[src/sv/met_pkg.sv]
// Shared types and constants for the Mandelbrot escape-time core.
package met_pkg;

  localparam int FRAC_BITS  = 28;
  localparam int COORD_W    = 32;
  localparam int STEP_W     = 29;
  localparam int POS_W      = 10;
  localparam int CNT_W      = 8;
  localparam int Z_W        = 36;
  localparam int CIDX_W     = 3;
  localparam int QDEPTH     = 2;

  // configuration register indexes
  localparam logic [CIDX_W-1:0] REG_ORIGIN_REAL = 3'd0;
  localparam logic [CIDX_W-1:0] REG_ORIGIN_IMAG = 3'd1;
  localparam logic [CIDX_W-1:0] REG_STEP_REAL   = 3'd2;
  localparam logic [CIDX_W-1:0] REG_STEP_IMAG   = 3'd3;
  localparam logic [CIDX_W-1:0] REG_ITER_LIMIT  = 3'd4;

  // one classified pixel travelling from front to back
  typedef struct packed {
    logic signed [COORD_W-1:0] cr;
    logic signed [COORD_W-1:0] ci;
    logic [POS_W-1:0]          column;
    logic [POS_W-1:0]          row;
  } met_item_t;

endpackage

[src/sv/met_queue.sv]
// Two-entry queue between the front end and the iteration engine.
module met_queue (
  input  logic               clk,
  input  logic               rst_n,
  input  logic               push,
  input  met_pkg::met_item_t push_item,
  output logic               full,
  input  logic               pop,
  output logic               valid,
  output met_pkg::met_item_t pop_item
);
  import met_pkg::*;

  localparam int PTR_W = $clog2(QDEPTH);
  localparam int CNT_W_Q = $clog2(QDEPTH + 1);

  met_item_t            mem_r [QDEPTH];
  logic [PTR_W-1:0]     wr_ptr_r, wr_ptr_nxt;
  logic [PTR_W-1:0]     rd_ptr_r, rd_ptr_nxt;
  logic [CNT_W_Q-1:0]   cnt_r, cnt_nxt;
  logic                 do_push, do_pop;

  assign full     = (cnt_r == CNT_W_Q'(QDEPTH));
  assign valid    = (cnt_r != '0);
  assign pop_item = mem_r[rd_ptr_r];
  assign do_push  = push && !full;
  assign do_pop   = pop && valid;

  // pointer and fill count
  always_comb begin
    wr_ptr_nxt = do_push ? wr_ptr_r + 1'b1 : wr_ptr_r;
    rd_ptr_nxt = do_pop  ? rd_ptr_r + 1'b1 : rd_ptr_r;
    cnt_nxt    = cnt_r + CNT_W_Q'(do_push) - CNT_W_Q'(do_pop);
  end

  always_ff @(posedge clk) begin
    if (!rst_n) begin
      wr_ptr_r <= '0;
      rd_ptr_r <= '0;
      cnt_r    <= '0;
    end else begin
      wr_ptr_r <= wr_ptr_nxt;
      rd_ptr_r <= rd_ptr_nxt;
      cnt_r    <= cnt_nxt;
    end
  end

  // storage
  always_ff @(posedge clk) begin
    if (do_push) begin
      mem_r[wr_ptr_r] <= push_item;
    end
  end

endmodule

[config.mk]
export PLATFORM = sky130hd
export DESIGN_NAME = met_queue
export DESIGN_NICKNAME = d
export VERILOG_FILES = /design/src/sv/met_pkg.sv /design/src/sv/met_queue.sv
export SDC_FILE = /design/constraint.sdc
export NUM_CORES = 1
export LEC_CHECK = 0
export ABC_AREA = 1
export BUFFER_PORTS_ARGS = -buffer_cell sky130_fd_sc_hd__buf_2
export CAP_MARGIN = 15
export CORE_AREA = 2 2 80 158
export DETAILED_ROUTE_END_ITERATION = 10
export DIE_AREA = 0 0 82 160
export PLACE_DENSITY = 0.94
export SLEW_MARGIN = 20
export SYNTH_ARGS = -nofsm -noshare
export SYNTH_HDL_FRONTEND = slang
export SYNTH_SLANG_ARGS = --single-unit
[constraint.sdc]
create_clock -name clk -period 13.45 [get_ports clk]
set_input_delay 0.6725 -clock clk [delete_from_list [all_inputs] [get_ports clk]]
set_output_delay 0.6725 -clock clk [all_outputs]
set_load 0.1 [all_outputs]
---- Word-level counts from Yosys, hierarchy flattened ----
Memory sizes are Yosys's and may differ from the RTL's. A register that Yosys moved wholly into a read port is not among the register bits.
Cells that the tools add are included.
word-level totals
  register bits after elaboration ......... 4
  bits in writable memories ............... 168
  input bits .............................. 88
  output and inout port bits .............. 86
  logic and storage cells ................. 17
  memories ................................ 1
cells by class
  add/subtract/negate cells ............... 4
  eq/ne operators ......................... 1
  mux-type cells .......................... 4
  reduce and logical (&&, ||, !) cells .... 4
memories
  memory  words  width  read ports  clocked after Yosys merged registers in  write ports  RTL line         RTL
  mem_r   2      84     1           1                                        1            met_queue.sv:17  met_item_t mem_r [QDEPTH];
operators with widths
  operator                                     number
  1-bit two-way mux                            4
  1-bit adder, second input constant           2
  2-bit by 1-bit adder with 2-bit output       1
  2-bit equality test, second input constant   1
  1-bit logical AND                            2
  2-bit nonzero test                           1
  2-bit by 1-bit subtractor with 2-bit output  1
  1-bit zero test                              1

---- Logic depth before layout (Yosys ltp) ----
  word-level depth ........................ 5
  mapped depth ............................ 11
  gate-level depth less buffers ........... 11

---- Worst setup path after synthesis ----
OpenSTA, ideal clock, no wires.
  path type ............................... in2reg
  from .................................... input port push
  to ...................................... memory mem_r[0][0] (netlist name) (enable)
  setup time .............................. 0.527 ns
  arrival time ............................ 4.243 ns
  required time ........................... 12.923 ns
  setup slack ............................. 8.681 ns
  stages .................................. 2
  buffers on the path ..................... 0
  cell sequence ........................... nand2_1 -> nor2_1
between the ends
  longest elaborated chain between the ends .. 3
RTL lines
  what                                     RTL line         RTL
  start: declaration                       met_queue.sv:5   input logic push,
  1-bit logical AND                        met_queue.sv:26  assign do_push = push && !full;
  1-bit two-way mux                        met_queue.sv:50  if (do_push) begin
  1-bit two-way mux (not written as such)  met_queue.sv:51  mem_r[wr_ptr_r] <= push_item;
  end: declaration                         met_queue.sv:17
Every way passes these cells.

==> flow_summary.toml <==
[run_status]
status = "finished clean"

[placement]
place_congestion = 0.688
postPlaceCellArea_um2 = 7550
io_buffer_count = 173
place.detailed.hpwl_um = 7710
placedCellCount = 613
place_ws_ps = 10520

[detailed_routing]
post_drt_via_cell_ratio = 5.14
wire_per_inst_um = 17.6
first_drt_iteration_drcs = 177
via_count = 3315
detail-route-antenna-nets = 0
detail_route.wirelength_um = 11400
drt_drc = 0
detailedRoute.firstPassIterationCount = 4

[sta]
finalSetupViolCount = 0
fmax_ghz = 0.324
slew_at_the_pin_closest_to_its_max_slew_limit_ps = 934
final.setup.worst_slack_ps = 10370
rsz0062_at_grt = "no"
fin_setup_tns_ps = 0
clock-skew-final_ps = 8.22
slew-limit-headroom_pct = 37.7
period_minus_slack_ps = 3080
min_period_over_period_pct = 22.9
finalHoldViolCount = 0
final_max_slew_viol_count = 0

[clock_network]
cts_htree_levels = 4
worst_setup_hold_path_clk_slew_ps = 70
cts.hold.buffers_added = 0
cts-root-to-sink-buffers = 2
post_cts.resized_instances = 0
clk_latency_worst_skew_pair_ps = 410
cts.sink_count = 173
cts.root.buffer_cell = "clkbuf_16"
tritoncts = "yes"
postCtsSetupRepairBufs = 0
total_cts_buffers = 17

[floorplan]
die_height_um = 160
ios = 174
std_cell_rows = 57
floorplan.die_area_um2 = 13100
chipWidth_um = 82
initial_core_util_pct = 54.7
coreArea_um2 = 12000

[logic_synthesis]
ys_warn_count = 0
avgSynthCellArea_um2 = 21.9
yosys_register_bits = 173
cell_area_after_technology_mapping_um2 = 6550
post_synth_num_cell_types = 12
synthCells = 299
syn_nets = 389
synth_sequential_area_ratio_pct = 78.5

[final_layout]
multi_input_area_um2 = 1290
antenna_cells_inserted = 0
drive_gt1_share_pct = 59.0
final_cells = 645
register_area_um2 = 5150
finish.net_count = 575
syn2layout_area_growth_pct = 24.1
fillCellCount = 798
postLayoutCellArea_um2 = 8130

[worst_setup_path]
worst_setup_path_start_kind = "flop"
critical_path_arrival_ps = 2410
path_class = "flop to primary output"
critical_path.cell_chain = "buf_6 > mux2_2 > buf_2"
critPathMaxStageDelay_ps = 670
cpMaxStageDelayCell = "buf_6"
crit_required_ps = 12780
setup.worst_path.end_class = "primary output"
crit_fanout = 66

[grt]
initial_antenna_violation_count = 0
grt_max_degree = 74
grt_pass1_vias = 3404
grt_first_pass_wirelength_um = 16800
total_routing_usage_reported_by_global_routing_pct = 17.7
grt.overflow.total = 0

[flow_run]
max_cap_viol_count = 0

[worst_hold_path]
hp-class = "input port to flop"
## kinds of logic (layout without fill, tap and decap cells)
| kind of cell | Yosys count | in the layout | synth area share [%] |
|---|---|---|---|
| multiplexers | 84 | 84 | 17.9 |
| adder cells (fa/ha/maj) | 2 | 2 | 0.382 |
| buffers and inverters | 18 | 217 | 1.87 |
| flip-flops | 173 | 173 | 78.5 |
| AND/OR/NAND/NOR | 20 | 20 | 1.20 |
| AO/OA/AOI/OAI | 2 | 2 | 0.153 |
## per-stage QoR
step           util (%)  hold slack [ps]
2_1_floorplan         -              467
3_3_place_gp       63.0              483
3_5_place_dp       63.0              499
4_1_cts            67.8              416
5_1_grt            67.8              415
6_report           67.8              441
## Yosys cell counts (all sizes together)
cell type,n,area share [%]
edfxtp,168,77
a21oi,2,0.15
dfxtp,5,1.5
mux2,84,18
nor2,8,0.46
nand2,9,0.52
ha,2,0.38
buf,9,1.4
nand3,3,0.23
inv,9,0.52
## cells in the final DEF (no fill, tap or decap)
cell and n:
buf_4 2, nand2_1 9, edfxtp_1 168, ha_1 2
clkinvlp_4 3, buf_6 1, buf_2 173, inv_8 3
dfxtp_4 1, dfxtp_1 4, nand3_1 3, clkinv_1 1
clkinv_4 2, inv_1 8, mux2_2 24, a21oi_1 2
nor2_4 1, bufinv_16 1, inv_6 5, clkbuf_16 17
mux2_4 60, nor2_1 7, clkinv_2 1
## worst max-delay path, delay by kind of cell (launching register included)
kind,cells,cell delay [ps]
buf+inv,2,1100
flops,1,530
mux,1,300
## final cells by class
class                   count  area share (%)
inverters                   9           0.431
multi-input cells         108            15.9
repair buffers            176            11.0
clock inverters            15            1.86
clock buffers              17            5.23
well taps                 147            2.26
flip-flops and latches    173            63.3
## sequential cells by signal (all words and copies together), names as in the netlist, named ones only
signal	cells
cnt_r	2
mem_r	168
rd_ptr_r	1
wr_ptr_r	1
## final timing paths
check	from	cells after the start	end	slack (ps)
worst max-delay path	flop	3	pop_item[3]	10370
worst min-delay path	push_item[6]	1	mem_r[1][6]$_DFFE_PP_	440
worst max register to register	cnt_r[0]$_SDFF_PN0_	5	mem_r[0][46]$_DFFE_PP_	11220
worst min register to register	rd_ptr_r$_SDFFE_PN0P_	2	flop	520
## layer usage
| layer | routed length (um) | track usage, % | part of all wire (%) | vias to the layer above |
|---|---|---|---|---|
| li1 | - | - | - | 1538 |
| met1 | 4240 | 20.3 | 37 | 1583 |
| met2 | 5840 | 29.2 | 51 | 186 |
| met3 | 1200 | 7.97 | 11 | 8 |
| met4 | 82 | 5.61 | 0.72 | 0 |
| met5 | 0 | 0 | 0 | - |
Power is not shown: default switching activity piles up to over one toggle a cycle in this logic, so the estimate is an artifact.
