==> config.mk <==
export PLATFORM = sky130hd
export DESIGN_NAME = met_front
export DESIGN_NICKNAME = d
export VERILOG_FILES = /design/src/sv/met_pkg.sv /design/src/sv/met_front.sv
export SDC_FILE = /design/constraint.sdc
export NUM_CORES = 1
export LEC_CHECK = 0
export BUFFER_PORTS_ARGS = -buffer_cell sky130_fd_sc_hd__buf_4
export CAP_MARGIN = 0
export CORE_ASPECT_RATIO = 1.4
export CORE_MARGIN = 2
export CORE_UTILIZATION = 55
export DETAILED_ROUTE_END_ITERATION = 16
export GPL_TIMING_DRIVEN = 0
export PLACE_DENSITY = 0.79
export RECOVER_POWER = 100
export SYNTH_ARGS = -nofsm -noshare
export SYNTH_HDL_FRONTEND = slang
export SYNTH_SLANG_ARGS = --single-unit
==> constraint.sdc <==
create_clock -name vclk -period 31.2
set_clock_uncertainty 0.15 [all_clocks]
set_input_delay 7.8 -clock vclk [all_inputs]
set_output_delay 7.8 -clock vclk [all_outputs]
set_load 0.02 [all_outputs]
==> src/sv/met_pkg.sv <==
// Shared types and constants for the Mandelbrot escape-time core.
package met_pkg;

  localparam int FRAC_BITS  = 28;
  localparam int COORD_W    = 32;
  localparam int STEP_W     = 29;
  localparam int POS_W      = 10;
  localparam int CNT_W      = 8;
  localparam int Z_W        = 36;
  localparam int CIDX_W     = 3;
  localparam int QDEPTH     = 2;

  // configuration register indexes
  localparam logic [CIDX_W-1:0] REG_ORIGIN_REAL = 3'd0;
  localparam logic [CIDX_W-1:0] REG_ORIGIN_IMAG = 3'd1;
  localparam logic [CIDX_W-1:0] REG_STEP_REAL   = 3'd2;
  localparam logic [CIDX_W-1:0] REG_STEP_IMAG   = 3'd3;
  localparam logic [CIDX_W-1:0] REG_ITER_LIMIT  = 3'd4;

  // one classified pixel travelling from front to back
  typedef struct packed {
    logic signed [COORD_W-1:0] cr;
    logic signed [COORD_W-1:0] ci;
    logic [POS_W-1:0]          column;
    logic [POS_W-1:0]          row;
  } met_item_t;

endpackage

==> src/sv/met_front.sv <==
// Front end: clamps the pixel position and maps it to the point c.
module met_front #(
  parameter int MAX_COLUMNS = 1024,
  parameter int MAX_ROWS    = 1024
) (
  input  logic [met_pkg::POS_W-1:0]           in_column,
  input  logic [met_pkg::POS_W-1:0]           in_row,
  input  logic signed [met_pkg::COORD_W-1:0]  origin_real,
  input  logic signed [met_pkg::COORD_W-1:0]  origin_imag,
  input  logic [met_pkg::STEP_W-1:0]          step_real,
  input  logic [met_pkg::STEP_W-1:0]          step_imag,
  output met_pkg::met_item_t                  item
);
  import met_pkg::*;

  localparam int CP_W = 13;
  localparam logic [CP_W-1:0] COL_LAST = CP_W'(MAX_COLUMNS - 1);
  localparam logic [CP_W-1:0] ROW_LAST = CP_W'(MAX_ROWS - 1);
  localparam int PR_W  = CP_W + STEP_W;
  localparam int SUM_W = PR_W + 2;

  // origin + pos * step, saturated to Q4.28
  function automatic logic signed [COORD_W-1:0] coord(
    input logic signed [COORD_W-1:0] org,
    input logic [CP_W-1:0]           pos,
    input logic [STEP_W-1:0]         step
  );
    logic [PR_W-1:0]         prod;
    logic signed [SUM_W-1:0] sum;
    prod = PR_W'(pos) * PR_W'(step);
    sum  = $signed({2'b00, prod}) + SUM_W'(org);
    if (sum > $signed(SUM_W'({1'b0, {(COORD_W-1){1'b1}}})))
      coord = {1'b0, {(COORD_W-1){1'b1}}};
    else if (sum < -$signed(SUM_W'({1'b1, {(COORD_W-1){1'b0}}})))
      coord = {1'b1, {(COORD_W-1){1'b0}}};
    else
      coord = sum[COORD_W-1:0];
  endfunction

  logic [CP_W-1:0] col_ext;
  logic [CP_W-1:0] row_ext;
  logic [CP_W-1:0] cpos;
  logic [CP_W-1:0] rpos;

  // clamp positions beyond the view
  always_comb begin
    col_ext = CP_W'(in_column);
    row_ext = CP_W'(in_row);
    cpos    = (col_ext > COL_LAST) ? COL_LAST : col_ext;
    rpos    = (row_ext > ROW_LAST) ? ROW_LAST : row_ext;
    item.cr     = coord(origin_real, cpos, step_real);
    item.ci     = coord(origin_imag, rpos, step_imag);
    item.column = in_column;
    item.row    = in_row;
  end

endmodule

=== After elaboration in Yosys (flattened, before gate mapping) ===
Index checks and enable logic that the tools add are counted.

* Bits in registers: 0
* Input port bits: 142
* Output and inout bits: 84
* Word-level logic and storage cells: 12

* Add/sub/neg operators: 2
* $mul: 2
* $lt $le $gt $ge: 4
* Mux-type cells: 4

{| class="wikitable"
|+ Operators by type and width
! kind !! count
|-
| two-way mux 32 bit || 4
|-
| adder 40 x 32 -> 41 bit || 2
|-
| greater-than comparator 41 x 32 -> 1 bit, second input constant || 2
|-
| less-than comparator 41 x 32 -> 1 bit, second input constant || 2
|-
| multiplier 10 x 29 -> 39 bit || 2
|}

=== Longest topological paths before layout ===
* Depth after elaboration: 5
* Mapped depth: 38
* Gate-level depth less buffers: 35

=== Least setup slack after synthesis ===
No wires, ideal clock.

* Kind: input to output
* From: input port in_column[1] (netlist name)
* To: output port item[54] (netlist name)
* Data arrival time: 15.743 ns
* Data required time: 23.250 ns
* Setup slack: 7.507 ns
* Cell stages on the path: 34
* Path buffers: 3
* Cell sequence: clkbuf_1 > buf_1 > nand2_1 > fa_1 > inv_1 > fa_1 > fa_1 > fa_1 > inv_1 > fa_1 > inv_1 > ha_1 > and3_1 > or3_1 > a211oi_1 > a2111oi_2 > a221oi_2 > nor2b_1 > o21ai_0 > nor2b_1 > xnor2_1 > ha_1 > nand4_1 > nor4_1 > inv_1 > a211oi_2 > o21ai_2 > o21ai_2 > o21ai_0 > a311oi_2 > nand4_1 > o31ai_4 > buf_6 > o21ai_1

{| class="wikitable"
|+ RTL lines
! item !! line !! source
|-
| from (decl) || met_front.sv:6 || <nowiki>input logic [met_pkg::POS_W-1:0] in_column,</nowiki>
|-
| to (decl) || met_front.sv:12 || <nowiki>output met_pkg::met_item_t item</nowiki>
|}

==> metrics.md <==
| Metric | Value |
|---|---|
| FF/Latch Area | `0 sq um` |
| Initial antenna violation count | `7` |
| CTS Hold Bufs | `0` |
| RePlAce Congestion | `0.955` |
| Routed wire length | `68,400 um` |
| Post-Syn Area | `roughly 0.023 sq mm` |
| GR Util All Layers | `about a third` |
| Worst path bufs/invs | `8` |
| Crit path max-delay cell type | `o31ai_1` |
| DRC errors left | `0` |
| Worst setup EP type | `output pin` |
| Drt first pass iters | `5` |
| Crit-path max FO | `10` |
| DR WL/cell | `between 15 and 20 um` |
| Fin worst setup slack | `around 3.4 ns` |
| Clkbuf count | `0` |
| M1 wire length | `about 22,000 um` |
| Worst slew pin tran | `1.62 ns` |
| Critical path arrival | `about 20 ns` |
| Synth area leaders | `fa_1, ha_1, and2_1` |
| Worst EP required | `23.25 ns` |
| DR top layer | `met5` |
| Avg Inst Size Synth | `between 8 and 9 sq um` |
| CP dominant cell by count | `fa_1` |
| Routed Antenna Nets | `0` |
| Nets | `about 3,800` |
| Buffers on Ports | `150` |
| Max Transition Viols Final | `5` |
| Met3 wire length | `between 4000 and 5000 um` |
| Setup CP Type | `input pin to output pin` |
| Pin count of the biggest net entering global routing | `19` |
| Unrepaired setup endpoints after global routing | `false` |
| Total congestion overflow | `0` |
| Syn Nets | `roughly 3,600` |
| DR iter-0 viols | `958` |
| Fmax | `roughly 36 MHz` |
| Synth top area share | `between 30% and 40%` |
| Met2 wire length | `between 30,000 and 40,000 um` |
| Die Area | `about 0.044 sq mm` |
| # rows | `89` |
| Period utilization | `roughly nine tenths` |
| CP delay by family, top | `compound AO/OA/AOI/OAI gates` |
| Synthesis-to-layout area growth | `6.83%` |
| Post-Place Setup Slack | `approximately 5 ns` |
| HPWL Detailed | `around 58,000 um` |
| Final TNS setup | `0 ns` |
| Worst hold path class | `input pin to output pin` |
| Critical Path Source Type | `input pin` |
| Resized Gates After CTS | `0` |
| Layout cells sized above 1 | `approximately 6.9%` |
| Initial core utilization | `between 50% and 60%` |
| CORE AREA | `approximately 0.042 sq mm` |
| Worst slew margin | `-9.08%` |
| Hold depth | `2` |
| Max Cap Viol | `1` |
| Area occupied by multi-input gates | `0.0206 sq mm` |
| Vias in the first global route | `between 20,000 and 25,000` |
| Mapped Cells | `approximately 2,800` |
| Via/cell ratio | `between 5 and 6` |
| Fill cells | `around 3,800` |
| Ys Warns | `0` |
| Post-CTS Setup Inserts | `0` |
| Yosys cell types | `83` |
| Sequential area share after synthesis | `0%` |
| CP max stage delay | `around 1.3 ns` |
| Seq cells | `0` |
| First-pass GRT wire length | `~110,000 um` |
| Die Span X | `about 180 um` |
| Cell taking the most area after synthesis | `fa_1` |
| Fin crit period | `between 20 and 30 ns` |
| # IOs | `226` |
| Status | `finished with violations` |
| Die Span Y | `between 200 and 250 um` |
| Cell count along the critical path | `33` |
| Fin. Hold Viols | `0` |
| Setup violations, final | `0` |
| Failing checks | `capacitance limit, slew limit` |
| DR vias | `a little over 20,000` |
==> layout by cell type (no fill, tap or decap), types with 4 or more instances in the layout <==
master     count
a21o_1        77
diode_2        8
nand4_1       22
fa_1         430
o21a_1        22
o211a_1        5
xnor2_1       75
or3_1         10
o211ai_1       9
o21ai_1       19
buf_4        150
a211oi_1      10
nand2_1      339
nand3_1       28
a31oi_1       15
o31ai_1       11
buf_1          4
clkbuf_1     146
buf_6          6
o21ai_2       12
nor2_1        80
ha_1         242
and3_1        15
o21bai_1      17
nor3_1        24
a2111oi_2      4
nor4_1         6
a211o_1        5
a221oi_1       6
nor2b_1       14
nand2b_1      24
o21ai_0      101
inv_1        444
and2_1       312
a21oi_1      138
xor2_1        58
==> worst paths after layout <==
check | start | to | slack [ns]
max | in_row[1] | item[44] | 3.45
min | in_column[5] | item[15] | 15.71
==> per-stage QoR <==
step / instances / utilization [%] / instance area [sq um] / hold slack, ns
3_3_place_gp: 3494 / 59.7 / 25000 / 15.65
5_1_grt: 3500 / 59.1 / 24800 / 15.71
3_5_place_dp: 3494 / 59.7 / 25000 / 15.65
6_report: 3502 / 59.1 / 24800 / 15.71
4_1_cts: 3494 / 59.7 / 25000 / 15.65
2_1_floorplan: 2798 / - / 23200 / 15.56
==> per-layer routing <==
layer | vias up | GRT usage (%)
met4 | 2 | 22.3
met1 | 10108 | 31.7
li1 | 9162 | -
met2 | 877 | 59.0
met5 | - | 0
met3 | 326 | 4.84
==> cell families after synthesis <==
group                    Yosys count  share of synthesized area, %
adder cells (fa/ha/maj)          672                          50.2
multiplexers                       2                        0.0864
XOR/XNOR                         135                          5.22
buffers and inverters            603                          10.5
AND/OR/NAND/NOR                  896                          19.6
AO/OA/AOI/OAI                    490                          14.4
==> layout make-up <==
cell class         instances  area share [%]
inverters                444            6.73
multi-input cells       2195            83.3
repair buffers           150            4.23
well taps                546            2.76
plain buffers            159            2.93
diodes                     8          0.0809
==> cell usage after synthesis, types with 3 or more instances <==
master	count
inv_1	444
fa_1	430
nand2_1	339
and2_1	312
ha_1	242
a21oi_1	138
clkbuf_1	117
nor2_1	80
a21o_1	77
xnor2_1	75
xor2_1	58
o21ai_0	53
o21ai_1	46
o21ai_2	33
nand3_1	28
nand2b_1	24
nor3_1	24
nand4_1	22
o21a_1	22
buf_4	21
o21bai_1	17
a31oi_1	15
and3_1	15
nor2b_1	14
buf_6	12
or3_1	10
a211oi_1	9
o211ai_1	9
o31ai_1	9
buf_1	6
nor4_1	6
a2111oi_2	5
a211o_1	5
a221oi_1	5
o211a_1	5
a21oi_2	3
a221oi_2	3
buf_2	3
or4_1	3
Power is left out: the tool's default activity adds up to more than one toggle a clock period on the data nets, which glitch-free logic cannot reach.
